File: config.mk
export PLATFORM = sky130hd
export DESIGN_NAME = observed_zone_dedup_fifo
export DESIGN_NICKNAME = d
export VERILOG_FILES = /design/src/sv/ozd_pkg.sv /design/src/sv/observed_zone_dedup_fifo.sv /design/src/sv/ozd_ram.sv /design/src/sv/ozd_cfg.sv
export SDC_FILE = /design/constraint.sdc
export NUM_CORES = 1
export LEC_CHECK = 0
export BUFFER_PORTS_ARGS = -buffer_cell sky130_fd_sc_hd__buf_4
export CAP_MARGIN = 20
export CORE_AREA = 2 2 187 189
export CTS_CLUSTER_SIZE = 16
export DETAILED_ROUTE_END_ITERATION = 7
export DIE_AREA = 0 0 189 191
export GPL_TIMING_DRIVEN = 1
export MAX_ROUTING_LAYER = met4
export SLEW_MARGIN = 20
export SYNTH_ARGS = -nofsm -noshare
export SYNTH_HDL_FRONTEND = slang
export SYNTH_HIERARCHICAL = 1
export SYNTH_SLANG_ARGS = --single-unit
File: constraint.sdc
create_clock -name clk_i -period 5.11 [get_ports clk_i]
set_clock_uncertainty 0.1 [all_clocks]
set_input_delay 0.511 -clock clk_i [delete_from_list [all_inputs] [get_ports clk_i]]
set_output_delay 0.511 -clock clk_i [all_outputs]
set_load 0.01 [all_outputs]
File: src/sv/ozd_pkg.sv
`timescale 1ns / 1ps
// Shared constants and helpers for the observed zone dedup FIFO.
package ozd_pkg;

  localparam int MAX_ENTRIES = 8;
  localparam int ADDR_W      = (MAX_ENTRIES > 1) ? $clog2(MAX_ENTRIES) : 1;
  localparam int CNT_W       = $clog2(MAX_ENTRIES + 1);

  localparam int ZONE_W  = 16;
  localparam int IDX_W   = 3;
  localparam int ECNT_W  = 4;
  localparam int CFG_IDX_W = 1;

  // Operation codes.
  localparam logic OP_OBSERVE = 1'b0;
  localparam logic OP_READ    = 1'b1;

  // Register indexes.
  localparam logic [CFG_IDX_W-1:0] REG_ZONE_MIN = 1'b0;
  localparam logic [CFG_IDX_W-1:0] REG_ZONE_MAX = 1'b1;

  localparam logic signed [ZONE_W-1:0] ZONE_MIN_RST = 16'sd0;
  localparam logic signed [ZONE_W-1:0] ZONE_MAX_RST = 16'sd255;

  // Physical slot of logical position off, counted from the oldest slot base.
  function automatic logic [ADDR_W-1:0] wrap_addr(input logic [ADDR_W-1:0] base,
                                                 input logic [CNT_W-1:0]  off);
    logic [CNT_W:0] sum;
    sum = (CNT_W+1)'(base) + (CNT_W+1)'(off);
    if (sum >= (CNT_W+1)'(MAX_ENTRIES)) begin
      sum = sum - (CNT_W+1)'(MAX_ENTRIES);
    end
    return sum[ADDR_W-1:0];
  endfunction

  // True when the read position lies below the fill count.
  function automatic logic idx_below(input logic [IDX_W-1:0] idx,
                                     input logic [CNT_W-1:0] cnt);
    logic [IDX_W+CNT_W-1:0] a;
    logic [IDX_W+CNT_W-1:0] b;
    a = (IDX_W+CNT_W)'(idx);
    b = (IDX_W+CNT_W)'(cnt);
    return a < b;
  endfunction

  // Fill count as shown on the 4-bit result field.
  function automatic logic [ECNT_W-1:0] count_out(input logic [CNT_W-1:0] cnt);
    logic [CNT_W+ECNT_W-1:0] ext;
    ext = (CNT_W+ECNT_W)'(cnt);
    return ext[ECNT_W-1:0];
  endfunction

endpackage

File: src/sv/observed_zone_dedup_fifo.sv
`timescale 1ns / 1ps
// Top level of the observed zone dedup FIFO: sequencer around the zone RAM.
//
// Keeps up to MAX_ENTRIES distinct zones in order of first sighting.
// Command channel: an item is taken at a clock edge with start high and
// busy low. Operation observe checks the zone against the configured
// range, scans the list for it and appends it when new (dropping the
// oldest zone when full). Operation read returns the entry at read_index.
// Every item gives one result, shown for one cycle with done_o high; the
// receiver cannot stall, so results are never held back.
// Sequence from the accepting edge: observe goes through S_CHECK, which
// answers when the zone is out of range; else S_SCAN and S_CMP alternate
// per held entry until a duplicate is found (result from S_CMP) or the
// whole list is compared (append and result from S_WRITE).
// The scan reads one RAM entry and compares it in the next cycle, so the
// RAM read port sets the rate.
// Read answers from S_RDISS, or from S_RDWAIT when the index hits an entry.
// One item at a time: busy stays high from accept until the result shows,
// and a new item may start in the cycle that done_o is high.
// The list lives in a circular RAM (head slot plus fill count).
// Reset empties the list at once by clearing the count; the RAM itself
// is not cleared, since only entries below the count are ever read.
// Configuration writes (zone_min, zone_max) must be made while idle; the block does not enforce this.
module observed_zone_dedup_fifo (
  input  logic                                 clk_i,
  input  logic                                 rst_ni,
  input  logic                                 start,
  output logic                                 busy,
  input  logic                                 operation_i,
  input  logic signed [ozd_pkg::ZONE_W-1:0]    zone_i,
  input  logic [ozd_pkg::IDX_W-1:0]            read_index_i,
  output logic                                 done_o,
  output logic                                 inserted_o,
  output logic [ozd_pkg::ECNT_W-1:0]           entry_count_o,
  output logic signed [ozd_pkg::ZONE_W-1:0]    read_zone_o,
  output logic                                 read_valid_o,
  input  logic                                 cfg_we_i,
  input  logic [ozd_pkg::CFG_IDX_W-1:0]        cfg_index_i,
  input  logic [ozd_pkg::ZONE_W-1:0]           cfg_data_i
);

  // Sequencer states.
  localparam logic [2:0] S_IDLE   = 3'd0;
  localparam logic [2:0] S_CHECK  = 3'd1;  // range check of the observed zone
  localparam logic [2:0] S_SCAN   = 3'd2;  // issue read of next list entry
  localparam logic [2:0] S_CMP    = 3'd3;  // compare read entry with the zone
  localparam logic [2:0] S_WRITE  = 3'd4;  // append the new zone
  localparam logic [2:0] S_RDISS  = 3'd5;  // issue read for a read item
  localparam logic [2:0] S_RDWAIT = 3'd6;  // return read data

  logic [2:0] state_q, state_d;

  // List bookkeeping: oldest slot and fill count.
  logic [ozd_pkg::ADDR_W-1:0] head_q, head_d;
  logic [ozd_pkg::CNT_W-1:0]  count_q, count_d;
  logic [ozd_pkg::CNT_W-1:0]  scan_q, scan_d;

  // Held item.
  logic signed [ozd_pkg::ZONE_W-1:0] zone_q, zone_d;
  logic [ozd_pkg::IDX_W-1:0]         idx_q, idx_d;

  // Result registers.
  logic                              done_q, done_d;
  logic                              inserted_q, inserted_d;
  logic [ozd_pkg::ECNT_W-1:0]        ecount_q, ecount_d;
  logic signed [ozd_pkg::ZONE_W-1:0] rzone_q, rzone_d;
  logic                              rvalid_q, rvalid_d;

  // RAM access.
  logic                              ram_we;
  logic [ozd_pkg::ADDR_W-1:0]        ram_waddr;
  logic [ozd_pkg::ZONE_W-1:0]        ram_wdata;
  logic                              ram_re;
  logic [ozd_pkg::ADDR_W-1:0]        ram_raddr;
  logic [ozd_pkg::ZONE_W-1:0]        ram_rdata;

  logic in_range;
  logic list_full;

  ozd_cfg u_cfg (
    .clk_i       (clk_i),
    .rst_ni      (rst_ni),
    .cfg_we_i    (cfg_we_i),
    .cfg_index_i (cfg_index_i),
    .cfg_data_i  (cfg_data_i),
    .zone_i      (zone_q),
    .in_range_o  (in_range)
  );

  ozd_ram #(
    .DEPTH (ozd_pkg::MAX_ENTRIES),
    .WIDTH (ozd_pkg::ZONE_W)
  ) u_ram (
    .clk_i   (clk_i),
    .we_i    (ram_we),
    .waddr_i (ram_waddr),
    .wdata_i (ram_wdata),
    .re_i    (ram_re),
    .raddr_i (ram_raddr),
    .rdata_o (ram_rdata)
  );

  assign list_full = (count_q == ozd_pkg::CNT_W'(ozd_pkg::MAX_ENTRIES));
  assign ram_wdata = zone_q;

  always_comb begin
    state_d    = state_q;
    head_d     = head_q;
    count_d    = count_q;
    scan_d     = scan_q;
    zone_d     = zone_q;
    idx_d      = idx_q;
    done_d     = 1'b0;
    inserted_d = inserted_q;
    ecount_d   = ecount_q;
    rzone_d    = rzone_q;
    rvalid_d   = rvalid_q;
    ram_we     = 1'b0;
    ram_waddr  = head_q;
    ram_re     = 1'b0;
    ram_raddr  = head_q;

    case (state_q)
      S_IDLE: begin
        // Take the item and hold its fields for the whole operation.
        if (start) begin
          zone_d  = zone_i;
          idx_d   = read_index_i;
          state_d = (operation_i == ozd_pkg::OP_READ) ? S_RDISS : S_CHECK;
        end
      end
      S_CHECK: begin
        if (!in_range) begin
          done_d     = 1'b1;
          inserted_d = 1'b0;
          ecount_d   = ozd_pkg::count_out(count_q);
          rzone_d    = '0;
          rvalid_d   = 1'b0;
          state_d    = S_IDLE;
        end else begin
          scan_d  = '0;
          state_d = S_SCAN;
        end
      end
      S_SCAN: begin
        // Whole list compared without a hit: append.
        if (scan_q == count_q) begin
          state_d = S_WRITE;
        end else begin
          ram_re    = 1'b1;
          ram_raddr = ozd_pkg::wrap_addr(head_q, scan_q);
          state_d   = S_CMP;
        end
      end
      S_CMP: begin
        if (ram_rdata == zone_q) begin
          // Already listed: drop the observation.
          done_d     = 1'b1;
          inserted_d = 1'b0;
          ecount_d   = ozd_pkg::count_out(count_q);
          rzone_d    = '0;
          rvalid_d   = 1'b0;
          state_d    = S_IDLE;
        end else begin
          scan_d  = scan_q + ozd_pkg::CNT_W'(1);
          state_d = S_SCAN;
        end
      end
      S_WRITE: begin
        ram_we = 1'b1;
        if (list_full) begin
          // Overwrite the oldest slot and advance the head past it.
          ram_waddr = head_q;
          head_d    = ozd_pkg::wrap_addr(head_q, ozd_pkg::CNT_W'(1));
        end else begin
          ram_waddr = ozd_pkg::wrap_addr(head_q, count_q);
          count_d   = count_q + ozd_pkg::CNT_W'(1);
        end
        done_d     = 1'b1;
        inserted_d = 1'b1;
        ecount_d   = ozd_pkg::count_out(count_d);
        rzone_d    = '0;
        rvalid_d   = 1'b0;
        state_d    = S_IDLE;
      end
      S_RDISS: begin
        if (ozd_pkg::idx_below(idx_q, count_q)) begin
          ram_re    = 1'b1;
          ram_raddr = ozd_pkg::wrap_addr(head_q, ozd_pkg::CNT_W'(idx_q));
          state_d   = S_RDWAIT;
        end else begin
          done_d     = 1'b1;
          inserted_d = 1'b0;
          ecount_d   = ozd_pkg::count_out(count_q);
          rzone_d    = '0;
          rvalid_d   = 1'b0;
          state_d    = S_IDLE;
        end
      end
      S_RDWAIT: begin
        done_d     = 1'b1;
        inserted_d = 1'b0;
        ecount_d   = ozd_pkg::count_out(count_q);
        rzone_d    = $signed(ram_rdata);
        rvalid_d   = 1'b1;
        state_d    = S_IDLE;
      end
      default: begin
        state_d = S_IDLE;
      end
    endcase
  end

  always_ff @(posedge clk_i or negedge rst_ni) begin
    if (!rst_ni) begin
      state_q <= S_IDLE;
      head_q  <= '0;
      count_q <= '0;
      scan_q  <= '0;
      done_q  <= 1'b0;
    end else begin
      state_q <= state_d;
      head_q  <= head_d;
      count_q <= count_d;
      scan_q  <= scan_d;
      done_q  <= done_d;
    end
  end

  always_ff @(posedge clk_i) begin
    zone_q     <= zone_d;
    idx_q      <= idx_d;
    inserted_q <= inserted_d;
    ecount_q   <= ecount_d;
    rzone_q    <= rzone_d;
    rvalid_q   <= rvalid_d;
  end

  assign busy          = (state_q != S_IDLE);
  assign done_o        = done_q;
  assign inserted_o    = inserted_q;
  assign entry_count_o = ecount_q;
  assign read_zone_o   = rzone_q;
  assign read_valid_o  = rvalid_q;

endmodule

File: src/sv/ozd_ram.sv
`timescale 1ns / 1ps
// Simple dual-port RAM, one write and one registered read port.
module ozd_ram #(
  parameter int DEPTH = 8,
  parameter int WIDTH = 16
) (
  input  logic                                     clk_i,
  input  logic                                     we_i,
  input  logic [((DEPTH > 1) ? $clog2(DEPTH) : 1)-1:0] waddr_i,
  input  logic [WIDTH-1:0]                         wdata_i,
  input  logic                                     re_i,
  input  logic [((DEPTH > 1) ? $clog2(DEPTH) : 1)-1:0] raddr_i,
  output logic [WIDTH-1:0]                         rdata_o
);

  logic [WIDTH-1:0] mem_q [DEPTH];
  logic [WIDTH-1:0] rdata_q;

  always_ff @(posedge clk_i) begin
    if (we_i) begin
      mem_q[waddr_i] <= wdata_i;
    end
  end

  always_ff @(posedge clk_i) begin
    if (re_i) begin
      rdata_q <= mem_q[raddr_i];
    end
  end

  assign rdata_o = rdata_q;

endmodule

File: src/sv/ozd_cfg.sv
`timescale 1ns / 1ps
// Zone range registers and the range check of the held zone.
module ozd_cfg (
  input  logic                                 clk_i,
  input  logic                                 rst_ni,
  input  logic                                 cfg_we_i,
  input  logic [ozd_pkg::CFG_IDX_W-1:0]        cfg_index_i,
  input  logic [ozd_pkg::ZONE_W-1:0]           cfg_data_i,
  input  logic signed [ozd_pkg::ZONE_W-1:0]    zone_i,
  output logic                                 in_range_o
);

  logic signed [ozd_pkg::ZONE_W-1:0] zone_min_q, zone_min_d;
  logic signed [ozd_pkg::ZONE_W-1:0] zone_max_q, zone_max_d;

  always_comb begin
    zone_min_d = zone_min_q;
    zone_max_d = zone_max_q;
    if (cfg_we_i) begin
      case (cfg_index_i)
        ozd_pkg::REG_ZONE_MIN: zone_min_d = $signed(cfg_data_i);
        ozd_pkg::REG_ZONE_MAX: zone_max_d = $signed(cfg_data_i);
        default: ;
      endcase
    end
  end

  always_ff @(posedge clk_i or negedge rst_ni) begin
    if (!rst_ni) begin
      zone_min_q <= ozd_pkg::ZONE_MIN_RST;
      zone_max_q <= ozd_pkg::ZONE_MAX_RST;
    end else begin
      zone_min_q <= zone_min_d;
      zone_max_q <= zone_max_d;
    end
  end

  // An empty range (min above max) fails at least one compare for every zone.
  assign in_range_o = (zone_i >= zone_min_q) && (zone_i <= zone_max_q);

endmodule

# == Word level (Yosys, flattened, before mapping) ==
# Memory sizes are Yosys's and may differ from the RTL's. A register that Yosys moved wholly into a read port is not among the register bits.
# Index checks and enable logic that the tools add are counted.
# W data, S select, Z words.
# totals
ram_bits,128
output_inout_bits,24
rom_bits,0
latch_bits,0
register_bits,88
elab_cells,102
mem_count,1
inputBits,41
# memory_table
name,words,word_bits,rd,rd_ports_with_merged_regs,write_ports,line_no,text
u_ram.mem_q,8,16,1,1,1,ozd_ram.sv:16,logic [WIDTH-1:0] mem_q [DEPTH];
# classes
n_mux,43
bitwise_logic,1
magnitude_cmp,7
n_reduce_logical,12
shift,0
add_sub_neg,10
n_div,0
n_eq_ne,15
n_mul,0
# op_table
operator,count
$pmux W16 S5,1
$mux W16,3
$mux W3,12
$mux W4,6
$pmux W4 S5,1
$eq A16 B16 Y1,1
$ge A16 B16 Y1,1
$le A16 B16 Y1,1
$pmux W3 S5,1
$ne A2 B2 Y1 const B,6
$sub A3 B1 Y3 const B,4
$mux W1,11
$add A3 B4 Y5,2
$ge A5 B4 Y1 const B,2
$pmux W1 S5,2
$eq A3 B3 Y1 const B,3
$add A4 B1 Y4 const B,2
$ge A4 B4 Y1 const B,2
$pmux W4 S2,1
$reduce_and A2 Y1,4
$eq A3 B2 Y1 const B,2
$pmux W3 S2,1
$reduce_bool A5 Y1,1
$add A3 B1 Y4 const B,1
other kinds (16),17

# == Logic depth before layout (Yosys ltp) ==
# depth
word_depth,5
mapped_depth,11
depth_no_buf,11

# == Modules after synthesis ==
# The synthesis kept the hierarchy.
# by_module_without_submodules
module,area_each_um2,n_inst,seq_area_each_um2,cells_each
ozd_ram,5454.0,1,4324.1,214
observed_zone_dedup_fifo,2637.5,1,1606.5,190
ozd_cfg,1981.9,1,810.8,201

# == Worst setup path after synthesis ==
# No wires, ideal clock.
# synth_timing
path_type,register to register
start,"register zone_q, in the netlist ram_wdata[11]"
end,"register ecount_q, in the netlist entry_count_o[0] (enable)"
required_ns,4.578
synth_period_minus_slack_ns,4.124
path_stages_with_launch,10
arrival_ns,3.592
n_path_buf,0
setup_ns,0.432
path_slack_ns,0.986
path_cell_list,edfxtp_1 > ha_1 > nand4_1 > or4_4 > o211ai_2 > xnor2_1 > o22a_1 > nor2_1 > a21oi_1 > o21ai_0
# synth_between
elab_chain_len,4
word_cells_on_any_way,7
classes_between,order compare: 2; eq/ne: 3; reduce/logical: 2
# synth_lines
item,line_no,text
from (decl),observed_zone_dedup_fifo.sv:59,"logic signed [ozd_pkg::ZONE_W-1:0] zone_q, zone_d;"
from (signal assigned),observed_zone_dedup_fifo.sv:231,zone_q <= zone_d;
$ge A16 B16 Y1 / $le A16 B16 Y1 (equally long branches),ozd_cfg.sv:39,assign in_range_o = (zone_i >= zone_min_q) && (zone_i <= zone_max_q);
$logic_and A1 B1 Y1 *,ozd_cfg.sv:39,
named net in_range,observed_zone_dedup_fifo.sv:77,logic in_range;
$ne A2 B2 Y1 (no source line) *,--,
$reduce_and A4 Y1 (no source line) *,--,
to (signal assigned),observed_zone_dedup_fifo.sv:234,ecount_q <= ecount_d;
to (decl),observed_zone_dedup_fifo.sv:65,"logic [ozd_pkg::ECNT_W-1:0] ecount_q, ecount_d;"
# The timed path passes the listed nets; every way through them passes the cells marked *.
# A chain may end at the register's enable or synchronous reset.

# == Worst setup path after layout ==
# layout_timing
start,register count_q[1] (netlist name)
end,"register u_ram.rdata_q[11], in the netlist u_ram/rdata_o[11] (read register of u_ram.mem_q), data pin"
# layout_between
elab_chain_len,3
word_cells_on_any_way,8
classes_between,order compare: 1; eq/ne: 1; mux: 6
# layout_lines
item,line_no,text
from (decl),observed_zone_dedup_fifo.sv:55,"logic [ozd_pkg::CNT_W-1:0] count_q, count_d;"
from (signal assigned),observed_zone_dedup_fifo.sv:224,count_q <= count_d;
$lt A3 B4 Y1 / $eq A4 B4 Y1 (equally long branches),"ozd_pkg.sv:43, observed_zone_dedup_fifo.sv:147",
"$mux W3, on equally long branches","observed_zone_dedup_fifo.sv:187, observed_zone_dedup_fifo.sv:147",
$pmux W3 S2 *,observed_zone_dedup_fifo.sv:123,case (state_q)
"named net ram_raddr, one bit",observed_zone_dedup_fifo.sv:74,logic [ozd_pkg::ADDR_W-1:0] ram_raddr;
to (decl),ozd_ram.sv:17,logic [WIDTH-1:0] rdata_q;
# Marked as above.

==> metrics.txt <==
# TYPE chip_impl_metric gauge
chip_impl_metric{name="placement.setup.worst_slack",unit="ps"} 1610
chip_impl_info{name="mostFrequentLayoutCell",value="edfxtp_1"} 1
chip_impl_metric{name="worst-slew-pin-transition",unit="ps"} 1080
chip_impl_metric{name="post-cts-setup-buffer-count",unit=""} 0
chip_impl_metric{name="synth.lib_cells_used.distinct",unit=""} 53
chip_impl_metric{name="max-cap-violations",unit=""} 0
chip_impl_metric{name="cts_num_sinks",unit=""} 232
chip_impl_info{name="timing.setup.critical_path_class",value="reg -> reg"} 1
chip_impl_metric{name="core_area",unit="mm^2"} 0.0341
chip_impl_metric{name="syn_area_per_cell",unit="um^2"} 16.7
chip_impl_metric{name="die_y",unit="um"} 191
chip_impl_info{name="synth_top_flop_cell",value="edfxtp_1"} 1
chip_impl_metric{name="grt_remaining_overflow",unit=""} 0
chip_impl_metric{name="first_global_vias",unit=""} 5423
chip_impl_metric{name="first_pass_grt_wire_length",unit="um"} 31600
chip_impl_metric{name="finalNetCount",unit=""} 773
chip_impl_info{name="cts_root_buffer",value="clkbuf_16"} 1
chip_impl_metric{name="place.detailed.instances",unit=""} 1115
chip_impl_metric{name="finalCritPeriodShare",unit="%"} 67.9
chip_impl_info{name="holdCritPathClass",value="in -> reg"} 1
chip_impl_metric{name="layout_min_cycle_time",unit="ps"} 3470
chip_impl_metric{name="max_clock_freq",unit="GHz"} 0.288
chip_impl_metric{name="ys_ff_latch",unit=""} 232
chip_impl_metric{name="dpl.hpwl",unit="um"} 13400
chip_impl_metric{name="grt_max_degree",unit=""} 48
chip_impl_metric{name="nFillCells",unit=""} 3199
chip_impl_info{name="tritoncts",value="yes"} 1
chip_impl_metric{name="cts-buffers-inserted",unit=""} 25
chip_impl_info{name="cp-start-kind",value="register"} 1
chip_impl_metric{name="grt_antenna_before_repair",unit=""} 0
chip_impl_metric{name="synth_largest_type_area_fraction",unit="%"} 55.1
chip_impl_info{name="run_status",value="finished, final reports clean"} 1
chip_impl_metric{name="final_hold_viol_count",unit=""} 0
chip_impl_metric{name="drive_gt1_share",unit="%"} 25.0
chip_impl_metric{name="post-route-drc-count",unit=""} 0
chip_impl_metric{name="postLayoutSetupSlackWorst",unit="ps"} 1640
chip_impl_metric{name="clkSlewWorstSetupHoldPaths",unit="ps"} 60
chip_impl_metric{name="clock_latency",unit="ps"} 520
chip_impl_metric{name="leakage",unit="uW"} 0.00443
chip_impl_metric{name="grtUsageTotal",unit="%"} 11.8
chip_impl_metric{name="postSynthCellCount",unit=""} 605
chip_impl_metric{name="cp_data_required_time",unit="ps"} 5280
chip_impl_metric{name="die_x",unit="um"} 189
chip_impl_metric{name="power",unit="uW"} 6020
chip_impl_metric{name="total_negative_slack",unit="ps"} 0
chip_impl_metric{name="instances_no_fill",unit=""} 1162
chip_impl_metric{name="top_level_ports",unit=""} 65
chip_impl_metric{name="worst-endpoint-arrival",unit="ps"} 3640
chip_impl_metric{name="via_count",unit=""} 5182
chip_impl_metric{name="timing.critical_path.fanout_max",unit=""} 32
chip_impl_info{name="ys_top_cells_by_area",value="edfxtp_1 55%, dfrtp_1 9.7%, mux4_1 7.3%, ha_1 5.1%, mux2_2 4.0%"} 1
chip_impl_metric{name="cts_htree_levels",unit=""} 1
chip_impl_metric{name="yosys_warnings",unit=""} 6
chip_impl_info{name="crit_chain",value="inv_1, ha_1, a211oi_1, o311a_2, nor2_1, a21o_1, buf_4, mux4_1, mux2_2"} 1
chip_impl_metric{name="syn_to_final_growth",unit="%"} 19.3
chip_impl_metric{name="worst_slew_margin_rel",unit="%"} 27.7
chip_impl_metric{name="ir_worst_vdd",unit="V"} 0.000237
chip_impl_metric{name="post_cts_resized",unit=""} 0
chip_impl_info{name="top_library_cells_by_usage_in_the_layout_fill_and_taps_aside",value="185 x edfxtp_1, 72 x buf_4, 41 x ha_1, 39 x inv_1, 39 x dfrtp_1"} 1
chip_impl_metric{name="globalplace.congestion",unit=""} 0.779
chip_impl_info{name="end_kind",value="register"} 1
chip_impl_info{name="synth_top_cell_by_area",value="edfxtp_1"} 1
chip_impl_metric{name="finalWirelength",unit="um"} 20500
chip_impl_metric{name="post_detailed_route_wirelength_per_cell",unit="um"} 17.6
chip_impl_metric{name="finalSetupViolCount",unit=""} 0
chip_impl_metric{name="timing.final.max_slew_violations",unit=""} 0
chip_impl_metric{name="numPortBuffers",unit=""} 64
chip_impl_metric{name="drt.antenna.violating_nets",unit=""} 0
chip_impl_metric{name="detail_route.iter0.violations",unit=""} 278
chip_impl_info{name="rsz0062_at_grt",value="false"} 1
chip_impl_metric{name="synth-edff-count",unit=""} 185
chip_impl_metric{name="start_util",unit="%"} 29.5
chip_impl_metric{name="cts_max_path_buffers",unit=""} 3
chip_impl_metric{name="netlist_area",unit="mm^2"} 0.0101
chip_impl_metric{name="detail_route.vias_per_cell",unit=""} 4.46
chip_impl_metric{name="first_pass_detailed_route_iteration_total",unit=""} 4
chip_impl_metric{name="antenna_cells",unit=""} 0
chip_impl_info{name="cp_slowest_cell",value="mux4_1"} 1
chip_impl_metric{name="design.die.area",unit="mm^2"} 0.0361
chip_impl_metric{name="max_stage_delay",unit="ps"} 630
chip_impl_metric{name="fp-row-count",unit=""} 68
chip_impl_metric{name="power_density",unit="mW/mm^2"} 501
chip_impl_metric{name="sequential_area_share_after_synthesis",unit="%"} 66.9
chip_impl_metric{name="synth.net_count",unit=""} 690
chip_impl_metric{name="synth_async_sr_flop_share",unit="%"} 20.3
-- logic make-up (layout without fill, tap and decap cells) --
logic type	count (synthesis)	in the layout	share of synthesized area [%]
flops	232	232	66.9
simple gates	111	111	5.90
mux	72	72	12.6
compound gates	58	58	3.71
buf+inv	57	159	2.46
fa+ha+maj	44	44	5.69
xor+xnor	31	31	2.70
-- worst max-delay path: cells and delay by family, from the launching register on --
family / cells / cell delay [ps]
adder cells (fa/ha/maj): 1 / 290
AO/OA/AOI/OAI: 3 / 640
multiplexers: 2 / 910
flip-flops: 1 / 490
AND/OR/NAND/NOR: 1 / 230
buffers and inverters: 2 / 550
-- cell usage after synthesis (5+ instances only) --
| library cell | instances |
|---|---|
| dfrtp_1 | 39 |
| edfxtp_1 | 185 |
| mux4_1 | 28 |
| a21oi_1 | 12 |
| mux2_2 | 36 |
| nand2b_1 | 8 |
| nand2_1 | 37 |
| clkbuf_1 | 7 |
| nor2_1 | 18 |
| xor2_1 | 5 |
| xnor2_1 | 26 |
| and2_1 | 16 |
| nand4_1 | 11 |
| o21ai_0 | 21 |
| inv_1 | 39 |
| ha_1 | 41 |
| dfstp_2 | 8 |
-- final timing paths --
| check | startpoint | endpoint | slack [ps] | depth (start not counted) |
|---|---|---|---|---|
| worst min register to register | u_cfg/zone_max_q[11]$_DFFE_PN0P_ | u_cfg/zone_max_q[11]$_DFFE_PN0P_ | 400 | 1 |
| worst min-delay path | zone_i[12] | ram_wdata[12]$_DFFE_PP_ | 70 | 1 |
| min in group asynchronous | rst_ni | state_q[1]$_DFFE_PN0P_ | 460 | 2 |
| worst max-delay path | count_q[1]$_DFFE_PN0N_ | u_ram/rdata_o[11]$_DFFE_PP_ | 1640 | 9 |
| max in group asynchronous | rst_ni | u_cfg/zone_min_q[5]$_DFFE_PN0P_ | 4020 | 2 |
| worst max register to register | count_q[1]$_DFFE_PN0N_ | u_ram/rdata_o[11]$_DFFE_PP_ | 1640 | 9 |
-- per-layer routing --
metal / wire (um) / vias to the layer above / GRT usage, %
li1: - / 2483 / -
met1: 9460 / 2560 / 15.3
met2: 9930 / 115 / 19.5
met3: 738 / 24 / 1.62
met4: 319 / 0 / 2.94
met5: 0 / - / -
-- final cells by class --
class	instances	area, um^2	share of cell area, %
well taps	455	569	4.74
clock buffers	36	697	5.80
flip-flops and latches	232	6740	56.1
inverters	39	146	1.22
multi-input cells	316	3140	26.2
clock inverters	10	156	1.30
repair buffers	74	562	4.68
-- metrics by stage --
step | area, um^2 | hold slack, ps | utilization (%)
2_1_floorplan | 10100 | 115 | -
3_3_place_gp | 11100 | 391 | 32.6
3_5_place_dp | 11100 | 397 | 32.7
4_1_cts | 12000 | 48.2 | 35.2
5_1_grt | 12000 | 46.1 | 35.2
6_report | 12000 | 68.2 | 35.2
-- what timing repair did --
| item | 4_1_cts | 5_1_grt |
|---|---|---|
| endpoints found under the setup margin | 0 | 0 |
| endpoints found under the hold margin | 39 | 0 |
| hold buffers | 1 | 0 |
-- flip-flops by register name (all words and copies together) (netlist names), 4 cells and up --
signal	cells
entry_count_o	4
count_q	4
u_ram/rdata_o	16
scan_q	4
u_cfg/zone_max_q	16
u_ram/mem_q	128
u_cfg/zone_min_q	16
read_zone_o	16
ram_wdata	16
-- report_power, final --
group / leakage [uW] / internal (uW) / switching, uW
Combinational: 0.00175 / 700 / 712
Sequential: 0.00226 / 2480 / 271
Clock: 0.000418 / 1150 / 712
Total: 0.00443 / 4330 / 1690
No activity file was read; power rests on OpenSTA's default activity.
